<file path="config.mk">
export PLATFORM = sky130hd
export DESIGN_NAME = ordered_queue_keyed_purge_top
export DESIGN_NICKNAME = d
export VERILOG_FILES = /design/src/design/oqkp_pkg.sv /design/src/design/oqkp_cell.sv /design/src/design/ordered_queue_keyed_purge_top.sv
export SDC_FILE = /design/constraint.sdc
export NUM_CORES = 1
export LEC_CHECK = 0
export ABC_AREA = 1
export CELL_PAD_IN_SITES_DETAIL_PLACEMENT = 1
export CELL_PAD_IN_SITES_GLOBAL_PLACEMENT = 2
export CORE_MARGIN = 5
export CORE_UTILIZATION = 39
export DETAILED_ROUTE_END_ITERATION = 8
export DONT_BUFFER_PORTS = 1
export PLACE_DENSITY = 0.93
export SYNTH_ARGS = -nofsm -noshare
export SYNTH_HDL_FRONTEND = slang
export SYNTH_SLANG_ARGS = --single-unit
</file>
<file path="constraint.sdc">
create_clock -name clk -period 3.68 [get_ports clk]
set_input_delay 0.736 -clock clk [delete_from_list [all_inputs] [get_ports clk]]
set_output_delay 0.736 -clock clk [all_outputs]
set_load 0.02 [all_outputs]
</file>
<file path="src/design/oqkp_pkg.sv">
// ----------------------------------------------------------------------------
// oqkp_pkg
// Shared types and codes for the ordered queue with keyed purge.
// ----------------------------------------------------------------------------
package oqkp_pkg;

  localparam int IdW   = 16;
  localparam int OpW   = 3;
  localparam int OccW  = 5;
  // input word: opcode, client_id, product_id, quantity, search_key (67 bits)
  localparam int InW   = 72;
  // output word: found, overflow, occupancy (7 bits)
  localparam int OutW  = 8;

  typedef enum logic [OpW-1:0] {
    OP_APPEND        = 3'd0,
    OP_PURGE_CLIENT  = 3'd1,
    OP_PURGE_PRODUCT = 3'd2,
    OP_QUERY_CLIENT  = 3'd3,
    OP_QUERY_PRODUCT = 3'd4
  } op_t;

  typedef struct packed {
    logic [IdW-1:0] client;
    logic [IdW-1:0] product;
    logic [IdW-1:0] quantity;
  } entry_t;

  // broadcast from the controller to every cell
  typedef struct packed {
    logic           capture;     // latch match token and hole flag
    logic           purge;       // matched cells become holes
    logic           by_product;  // compare product id instead of client id
    logic [IdW-1:0] key;
    logic           step;        // one compaction phase and token shift
    logic           append;      // write wr_entry into the selected cell
    entry_t         wr_entry;
  } cell_ctrl_t;

  function automatic logic [OutW-1:0] pack_result(input logic found,
                                                  input logic overflow,
                                                  input logic [OccW-1:0] occ);
    pack_result = {1'b0, occ, overflow, found};
  endfunction

endpackage

</file>
<file path="src/design/oqkp_cell.sv">
// ----------------------------------------------------------------------------
// oqkp_cell
// One queue slot: holds an entry, a hole flag for compaction and a match
// token that shifts toward the head of the chain.
// ----------------------------------------------------------------------------
module oqkp_cell
  import oqkp_pkg::*;
(
  input  logic       clk,
  input  cell_ctrl_t ctrl,
  input  logic       live,       // slot is below the fill count
  input  logic       wr_sel,     // slot is the tail position
  input  logic       pair_up,    // paired with the upper neighbor this phase
  input  logic       pair_down,  // paired with the lower neighbor this phase
  input  entry_t     up_entry,
  input  logic       up_hole,
  input  logic       up_token,
  input  logic       down_hole,
  output entry_t     entry,
  output logic       hole,
  output logic       token
);

  logic match;
  logic take_up;
  logic give_down;

  // key compare on the stored entry
  assign match = ctrl.by_product ? (entry.product == ctrl.key)
                                 : (entry.client == ctrl.key);

  // a hole below a kept entry trades places with it
  assign take_up   = ctrl.step && pair_up && hole && !up_hole;
  assign give_down = ctrl.step && pair_down && !hole && down_hole;

  // entry payload
  always_ff @(posedge clk) begin
    if (ctrl.append && wr_sel) begin
      entry <= ctrl.wr_entry;
    end else if (take_up) begin
      entry <= up_entry;
    end
  end

  // hole flag and match token
  always_ff @(posedge clk) begin
    if (ctrl.capture) begin
      hole  <= !live || (ctrl.purge && match);
      token <= live && match;
    end else if (ctrl.step) begin
      token <= up_token;
      if (take_up) begin
        hole <= 1'b0;
      end else if (give_down) begin
        hole <= 1'b1;
      end
    end
  end

endmodule

</file>
<file path="src/design/ordered_queue_keyed_purge_top.sv">
// ----------------------------------------------------------------------------
// ordered_queue_keyed_purge_top
// Ordered queue of entries with append, keyed purge and keyed query.
// ----------------------------------------------------------------------------
// Usage:
//   Input words arrive on s_tvalid/s_tready/s_tdata, one operation each.
//   Every input word yields one result word on m_tvalid/m_tready/m_tdata.
//   Entries live in a chain of QUEUE_DEPTH cells, head at cell 0.
// Sequencing:
//   Append and unused opcodes finish in the cycle of acceptance; the result
//   is valid in the next cycle, and the next word can be taken then if the
//   result is taken. Purge and query: the cells latch their key compare at
//   acceptance, then QUEUE_DEPTH odd/even compaction phases run while match
//   tokens shift out at the head; a purge takes each off the fill count and a query notes whether any came.
// Reset:
//   rst empties the queue and drops any pending result word.
// Stalls:
//   A result word is held until taken; a new word is accepted in the same
//   cycle the pending result is taken, never while it still waits.
// ----------------------------------------------------------------------------
module ordered_queue_keyed_purge_top
  import oqkp_pkg::*;
#(
  parameter int QUEUE_DEPTH = 16
) (
  input  logic            clk,
  input  logic            rst,
  input  logic            s_tvalid,
  output logic            s_tready,
  // opcode[2:0], client_id[18:3], product_id[34:19], quantity[50:35],
  // search_key[66:51], zero fill [71:67]
  input  logic [InW-1:0]  s_tdata,
  output logic            m_tvalid,
  input  logic            m_tready,
  // found[0], overflow[1], occupancy[6:2], zero fill [7]
  output logic [OutW-1:0] m_tdata
);

  localparam int CntW  = $clog2(QUEUE_DEPTH + 1);
  localparam int StepW = $clog2(QUEUE_DEPTH);

  typedef enum logic {S_IDLE, S_SCAN} state_t;

  state_t          state;
  logic [CntW-1:0] count;
  logic [StepW-1:0] step_cnt;
  logic            found_acc;
  logic            is_purge;

  logic            in_acc;
  logic            full;
  logic            found_now;
  logic            res_load;
  logic [CntW-1:0] count_scan;
  op_t             op;
  cell_ctrl_t      ctrl;

  entry_t ent  [QUEUE_DEPTH];
  logic   hole [QUEUE_DEPTH];
  logic   tok  [QUEUE_DEPTH];

  // input decode
  assign op       = op_t'(s_tdata[2:0]);
  assign s_tready = (state == S_IDLE) && (!m_tvalid || m_tready);
  assign in_acc   = s_tvalid && s_tready;
  assign full     = (count >= CntW'(QUEUE_DEPTH));

  // cell broadcast
  always_comb begin
    ctrl.capture    = in_acc && ((op == OP_PURGE_CLIENT) || (op == OP_PURGE_PRODUCT) ||
                                 (op == OP_QUERY_CLIENT) || (op == OP_QUERY_PRODUCT));
    ctrl.purge      = (op == OP_PURGE_CLIENT) || (op == OP_PURGE_PRODUCT);
    ctrl.by_product = (op == OP_PURGE_PRODUCT) || (op == OP_QUERY_PRODUCT);
    ctrl.key        = s_tdata[66:51];
    ctrl.step       = (state == S_SCAN);
    ctrl.append     = in_acc && (op == OP_APPEND) && !full;
    ctrl.wr_entry.client   = s_tdata[18:3];
    ctrl.wr_entry.product  = s_tdata[34:19];
    ctrl.wr_entry.quantity = s_tdata[50:35];
  end

  // chain of cells
  for (genvar i = 0; i < QUEUE_DEPTH; i++) begin : g_cell
    logic   live;
    logic   wr_sel;
    logic   pair_up;
    logic   pair_down;
    entry_t up_entry;
    logic   up_hole;
    logic   up_token;
    logic   down_hole;

    assign live   = (CntW'(i) < count);
    assign wr_sel = (CntW'(i) == count);

    if (i < QUEUE_DEPTH - 1) begin : g_up
      assign pair_up  = (step_cnt[0] == 1'(i % 2));
      assign up_entry = ent[i+1];
      assign up_hole  = hole[i+1];
      assign up_token = tok[i+1];
    end else begin : g_top
      assign pair_up  = 1'b0;
      assign up_entry = ent[i];
      assign up_hole  = 1'b1;
      assign up_token = 1'b0;
    end

    if (i > 0) begin : g_down
      assign pair_down = (step_cnt[0] == 1'((i - 1) % 2));
      assign down_hole = hole[i-1];
    end else begin : g_head
      assign pair_down = 1'b0;
      assign down_hole = 1'b0;
    end

    oqkp_cell u_cell (
      .clk       (clk),
      .ctrl      (ctrl),
      .live      (live),
      .wr_sel    (wr_sel),
      .pair_up   (pair_up),
      .pair_down (pair_down),
      .up_entry  (up_entry),
      .up_hole   (up_hole),
      .up_token  (up_token),
      .down_hole (down_hole),
      .entry     (ent[i]),
      .hole      (hole[i]),
      .token     (tok[i])
    );
  end

  // token at the head of the chain during a scan
  assign found_now  = found_acc || tok[0];
  assign count_scan = (is_purge && tok[0]) ? (count - CntW'(1)) : count;

  // result word loads on an append or unused opcode, or at the last scan phase
  assign res_load = (in_acc && !ctrl.capture) ||
                    ((state == S_SCAN) && (step_cnt == StepW'(QUEUE_DEPTH - 1)));

  // control sequencer and result register
  always_ff @(posedge clk) begin
    if (rst) begin
      state     <= S_IDLE;
      count     <= '0;
      step_cnt  <= '0;
      found_acc <= 1'b0;
      is_purge  <= 1'b0;
      m_tvalid  <= 1'b0;
    end else begin
      if (res_load) begin
        m_tvalid <= 1'b1;
      end else if (m_tready) begin
        m_tvalid <= 1'b0;
      end
      unique case (state)
        S_IDLE: begin
          if (in_acc) begin
            unique case (op)
              OP_APPEND: begin
                if (full) begin
                  m_tdata <= pack_result(1'b0, 1'b1, OccW'(count));
                end else begin
                  count   <= count + CntW'(1);
                  m_tdata <= pack_result(1'b0, 1'b0, OccW'(count + CntW'(1)));
                end
              end
              OP_PURGE_CLIENT, OP_PURGE_PRODUCT,
              OP_QUERY_CLIENT, OP_QUERY_PRODUCT: begin
                state     <= S_SCAN;
                step_cnt  <= '0;
                found_acc <= 1'b0;
                is_purge  <= ctrl.purge;
              end
              default: begin
                m_tdata  <= pack_result(1'b0, 1'b0, OccW'(count));
              end
            endcase
          end
        end
        S_SCAN: begin
          found_acc <= found_now;
          count     <= count_scan;
          step_cnt  <= step_cnt + StepW'(1);
          if (step_cnt == StepW'(QUEUE_DEPTH - 1)) begin
            state    <= S_IDLE;
            m_tdata  <= pack_result(found_now, 1'b0, OccW'(count_scan));
          end
        end
        default: begin
          state <= S_IDLE;
        end
      endcase
    end
  end

endmodule
</file>
# [Word level (Yosys, flattened, before mapping)]
# Cells that the tools add are included.
[word_totals] mem_bits_ro=0 regBits=805 word_cells=560 memories=0 latchBits=0 mem_bits_rw=0 output_inout_bits=10 input_bits=76
[classes] eq_ne=58 multipliers=0 n_addsub=3 order_cmp=17 shifts=0 n_bitwise=3 mux=162 reduce_logical=231 div=0
[op_table] cell="$mux 48" n=30
[op_table] cell="$eq 16x16->1" n=32
[op_table] cell="$logic_and 1x1->1" n=118
[op_table] cell="$mux 1" n=117
[op_table] cell="$reduce_bool 3->1" n=14
[op_table] cell="$eq 4x5->1 const A" n=8
[op_table] cell="$lt 4x5->1 const A" n=8
[op_table] cell="$reduce_bool 2->1" n=19
[op_table] cell="$logic_not 1->1" n=34
[op_table] cell="$reduce_and 2->1" n=17
[op_table] cell="$pmux 8 s2" n=2
[op_table] cell="$logic_or 1x1->1" n=23
[op_table] cell="$eq 3x5->1 const A" n=4
[op_table] cell="$lt 3x5->1 const A" n=4
[op_table] cell="$mux 5" n=4
[op_table] cell="$mux 8" n=2
[op_table] cell="$eq 2x5->1 const A" n=2
[op_table] cell="$lt 1x5->1 const A" n=2
[op_table] cell="$lt 2x5->1 const A" n=2
[op_table] cell="$pmux 5 s2" n=1
[op_table] cell="$mux 4" n=2
[op_table] cell="$pmux 4 s2" n=1
[op_table] cell="$mux 7" n=1
[op_table] cell="$eq 3x2->1 const B" n=2
[op_table] cell="17 further kinds" n=25

# [Depth between registers and ports, before layout]
[logic_depth] word_depth=9 mapped_depth=14 ltp_nobuf=12

# [Hierarchy]
# From an unflattened synthesis, not the netlist that was laid out.
[hier_totals] hier_cells=4386 area_unflattened_um2=46006.6
[modules_own_cells] module="oqkp_cell" n_inst=16 seq_area_each_um2=1501.4 area_each_um2=2783.9 cells_each=260
[modules_own_cells] module="ordered_queue_keyed_purge_top" n_inst=1 seq_area_each_um2=470.5 area_each_um2=1463.9 cells_each=226

# [Least setup slack after synthesis]
# Ideal clock, no wire load.
[synth_timing] kind="input-to-reg" start="input port s_tdata[1]" end="register g_cell[15].u_cell.entry[16] in the netlist's numbering (enable)" t_arrival_ns=2.573 path_stages=5 setup_time_ns=0.421 t_required_ns=3.259 slack_ns=0.686 n_path_buf=0 path_cell_list="nor2_2 > nand2_2 > nor2_4 > nand2_2 > nor2_1"
[synth_via] elab_chain_cells=4
[synth_rtl] item="start: declaration" line="ordered_queue_keyed_purge_top.sv:32" source="input logic [InW-1:0] s_tdata,"
[synth_rtl] item="$logic_not 3->1" line="ordered_queue_keyed_purge_top.sv:76" source="ctrl.append = in_acc && (op == OP_APPEND) && !full;"
[synth_rtl] item="$logic_and 1x1->1 (2 in series)" line="ordered_queue_keyed_purge_top.sv:76"
[synth_rtl] item="$logic_and 1x1->1" line="oqkp_cell.sv:38" source="if (ctrl.append && wr_sel) begin"
[synth_rtl] item="end signal: assignment" line="oqkp_cell.sv:39" source="entry <= ctrl.wr_entry;"
[synth_rtl] item="end signal: assignment" line="oqkp_cell.sv:41" source="entry <= up_entry;"
[synth_rtl] item="end: declaration" line="oqkp_cell.sv:19" source="output entry_t entry,"
# Every way passes these cells.
# A chain may end at the register's enable or synchronous reset.

# [Worst setup path after layout]
[layout_timing] start="register m_tvalid" end="register g_cell[9].u_cell.entry[36] in the netlist's numbering, data pin"
[layout_via] elab_chain_cells=8
[layout_rtl] item="start: declaration" line="ordered_queue_keyed_purge_top.sv:33" source="output logic m_tvalid,"
[layout_rtl] item="start signal: assignment" line="ordered_queue_keyed_purge_top.sv:149" source="m_tvalid <= 1'b0;"
[layout_rtl] item="start signal: assignment" line="ordered_queue_keyed_purge_top.sv:152" source="m_tvalid <= 1'b1;"
[layout_rtl] item="start signal: assignment" line="ordered_queue_keyed_purge_top.sv:154" source="m_tvalid <= 1'b0;"
[layout_rtl] item="$logic_not 1->1" line="ordered_queue_keyed_purge_top.sv:64" source="assign s_tready = (state == S_IDLE) && (!m_tvalid || m_tready);"
[layout_rtl] item="$logic_or 1x1->1" line="ordered_queue_keyed_purge_top.sv:64"
[layout_rtl] item="$logic_and 1x1->1" line="ordered_queue_keyed_purge_top.sv:64"
[layout_rtl] item="$logic_and 1x1->1" line="ordered_queue_keyed_purge_top.sv:65" source="assign in_acc = s_tvalid && s_tready;"
[layout_rtl] item="$logic_and 1x1->1 (2 in series)" line="ordered_queue_keyed_purge_top.sv:76"
[layout_rtl] item="$logic_and 1x1->1" line="oqkp_cell.sv:38"
[layout_rtl] item="$mux 48" line="oqkp_cell.sv:38"
[layout_rtl] item="end signal: assignment" line="oqkp_cell.sv:39"
[layout_rtl] item="end signal: assignment" line="oqkp_cell.sv:41"
[layout_rtl] item="end: declaration" line="oqkp_cell.sv:19"
# Every way passes these cells.

==> out/qor.log <==
qor: clocking.cts.clk_slew.worst_paths 0.06 ns
qor: clocking.cts_max_path_buffers 3
qor: global_route.track_usage 25.1%
qor: floorplanning.floorplan.die.width 303 µm
qor: worst_setup_path.worst_r2r_endpoint g_cell[9].u_cell.entry[36]
qor: global_route.grt.overflow.total 0
qor: worst_setup_path.critical-path-max-stage-delay 0.58 ns
qor: clocking.post_cts_resize_count 0
qor: worst_setup_path.timing.critical_path.arrival 3.14 ns
qor: layout.layout-drive-gt1-share 4.89%
qor: clocking.insertion_delay 0.61 ns
qor: worst_setup_path.source_of_the_worst_register_to_register_timing_path m_tvalid
qor: global_route.grt_first_pass_wirelength 179000 µm
qor: placement.dp_worst_setup_slack 0.500 ns
qor: synthesis.synth.distinct_cells 33
qor: timing.relative_slew_margins 44.9%
qor: global_route.largest_net_degree_at_the_start_of_global_routing 84
qor: timing.rsz0062_at_grt false
qor: worst_setup_path.crit_path_end g_cell[9].u_cell.entry[36]
qor: clocking.root_buffer sky130_fd_sc_hd__clkbuf_16
qor: clocking.htree_levels 3
qor: min_path.timing.hold.worst.class input port to flip-flop
qor: clocking.tritoncts done
qor: global_route.antenna_found_initial 3
qor: timing.finalCritPeriodShare 76.5%
qor: worst_setup_path.r2r_cells 8
qor: placement.dp_hpwl 78100 µm
qor: timing.final.setup.worst_slack 0.863 ns
qor: synthesis.synth_nets 4532
qor: power_and_ir_drop.power_density 415 nW/µm²
qor: synthesis.yosys_warnings 0
qor: status.run_status finished clean
qor: routing.via_per_inst 5.61
qor: synthesis.synth_cells 4450
qor: power_and_ir_drop.max-vdd-ir-drop 0.286 mV
qor: routing.dr.pass1.iters 5
qor: worst_setup_path.worstSetupPathDepth 8
qor: worst_setup_path.setup.worst_path.class flip-flop to flip-flop
qor: routing.detail-route-antenna-nets 0
qor: floorplanning.initial_utilization 39.4%
qor: worst_setup_path.critPathTopFamily buffers and inverters
qor: worst_setup_path.slowest_stage sky130_fd_sc_hd__buf_4
qor: worst_setup_path.cp.buffers_inverters 3
qor: synthesis.synth_edf_count 551
qor: timing.final_period_minus_worst_setup_slack 2.82 ns
qor: placement.port-buffer-count 0
qor: worst_setup_path.worst-path-max-fanout 56
qor: layout.final.fill_count 10400
qor: floorplanning.height_of_the_chip 303 µm
qor: synthesis.postSynthRegisterBits 564
qor: routing.num_vias 30800
qor: timing.setup-tns-final 0 ns
qor: worst_setup_path.worst_setup_path_start_kind flip-flop
qor: synthesis.avgSynthCellArea 7.55 µm²
qor: layout.layout-area-overhead-vs-synth 9.87%
qor: timing.drv_slew 0
qor: floorplanning.floorplan.core_area 85300 µm²
qor: clocking.hold_bufs_inserted_after_cts 0
qor: routing.wl_per_cell 21.4 µm
qor: clocking.cts-buffers-inserted 71
qor: clocking.clkSinkCount 564
qor: timing.timing_hold_violations_final 0
qor: synthesis.synthFlopType sky130_fd_sc_hd__edfxtp_1
qor: routing.dr.first_iter.drc_count 2644
qor: routing.drcViolationCount 0
qor: placement.place_congestion 0.849
qor: synthesis.mappedNetlistArea 33600 µm²
qor: timing.fin_worst_skew 0.0164 ns
qor: worst_setup_path.critPathRequiredTime 4.00 ns
qor: timing.fmax 355 MHz
qor: layout.nets 4362
qor: global_route.via_count_of_the_first_global_routing_pass 30800
qor: floorplanning.pin_count 86
qor: synthesis.synth_async_sr_flop_share 0%
qor: routing.totalWireLength 117000 µm
qor: worst_setup_path.worstSetupEndpointType flip-flop
qor: synthesis.synth_seq_area_share 50.0%
qor: worst_setup_path.timing.reg2reg.setup_slack 0.86 ns
qor: layout.final_cell_mix 1634 x sky130_fd_sc_hd__nand2_1, 551 x sky130_fd_sc_hd__edfxtp_1, 491 x sky130_fd_sc_hd__inv_1
qor: timing.final_setup_fails 0
qor: layout.layout_commonest_cell sky130_fd_sc_hd__nand2_1
qor: worst_setup_path.crit_path_cell_trace nand2_1 > nand3_1 > inv_1 > nand2_2 > clkinv_2 > nand4_1 > buf_4 > o21ai_0
qor: timing.tightest_slew 0.827 ns
qor: power_and_ir_drop.leakagePower 17.1 nW
qor: clocking.cts_setup_buffers 0
qor: floorplanning.full_die_area 92100 µm²
qor: floorplanning.fp-row-count 107
qor: job.maxCapViolCount 0
qor: worst_setup_path.cp-startpoint m_tvalid
cell families after synthesis:
kind of cell | synth area share [%]
xor+xnor | 0.0522
simple gates | 31.8
compound gates | 8.06
flops | 50.0
other cells | 0.0112
fa+ha+maj | 0.223
buf+inv | 9.87
layer usage:
layer  vias to the layer above  track usage [%]  routed length [µm]
met5                         -                0                   0
met4                         0             8.92                4220
met3                       204             3.67                7500
met2                       873             42.8               56200
met1                     15300             32.7               49500
li1                      14400                -                   -
synthesized netlist by cell type, types with 2 or more instances:
cell type	count	area share [%]
sky130_fd_sc_hd__a21oi_1	12	0.18
sky130_fd_sc_hd__a31oi_1	2	0.037
sky130_fd_sc_hd__buf_1	7	0.078
sky130_fd_sc_hd__buf_2	152	2.3
sky130_fd_sc_hd__buf_4	6	0.13
sky130_fd_sc_hd__buf_6	2	0.067
sky130_fd_sc_hd__clkbuf_1	159	1.8
sky130_fd_sc_hd__dfxtp_1	13	0.77
sky130_fd_sc_hd__edfxtp_1	551	49
sky130_fd_sc_hd__ha_1	6	0.22
sky130_fd_sc_hd__inv_1	492	5.5
sky130_fd_sc_hd__inv_2	2	0.022
sky130_fd_sc_hd__nand2_1	1649	18
sky130_fd_sc_hd__nand2_2	4	0.074
sky130_fd_sc_hd__nand3_1	356	5.3
sky130_fd_sc_hd__nand4_1	293	5.5
sky130_fd_sc_hd__nor2_1	203	2.3
sky130_fd_sc_hd__nor2_2	2	0.037
sky130_fd_sc_hd__nor3_1	9	0.13
sky130_fd_sc_hd__o21ai_0	445	6.6
sky130_fd_sc_hd__o21ai_1	72	1.1
sky130_fd_sc_hd__o21bai_1	2	0.045
power by group:
part           switching, W  total, W  internal, W  leakage [nW]
registers         0.0000492   0.00712      0.00707          5.06
logic               0.00108   0.00147     0.000388          11.0
clock network       0.00282   0.00673      0.00391          1.06
how the worst min path moves through the flow:
stage	startpoint	end	slack, ns	cells past startpoint
3_3_place_gp	found_acc	found_acc	0.44	2
6_report	rst	step_cnt[1]	0.20	1
5_1_grt	rst	is_purge	0.18	1
3_5_place_dp	found_acc	found_acc	0.45	2
4_1_cts	rst	step_cnt[0]	0.16	1
2_1_floorplan	found_acc	found_acc	0.44	2
sequential cells by signal, summed over array words and instances, names as in the netlist:
register	count
g_cell.u_cell.hole	16
g_cell.u_cell.token	16
state	1
count	5
g_cell.u_cell.entry	512
m_tdata	7
is_purge	1
m_tvalid	1
step_cnt	4
found_acc	1
cell type report:
class                      instances  area, µm²  area share [%]
antenna                            8       20.0          0.0542
clock buffer                     101       1990            5.40
clock inverter                    25        174           0.471
inverter                         495       1870            5.06
multi-input combinational       3064      13600            36.9
sequential                       564      16800            45.5
tap                             1144       1430            3.88
timing repair buffer              84        993            2.69
through the flow:
stage	area (µm²)	hold slack, ns	utilization [%]	cells	total power [W]
floorplan	33600	0.438	-	4450	0.00825
global placement	34700	0.438	40.7	5351	0.00865
detailed placement	34700	0.454	40.7	5351	0.00870
CTS	36900	0.164	43.3	5477	0.0154
global route	36900	0.184	43.3	5481	0.0159
finish	36900	0.200	43.3	5485	0.0153
(Power assumes the default switching activity.)
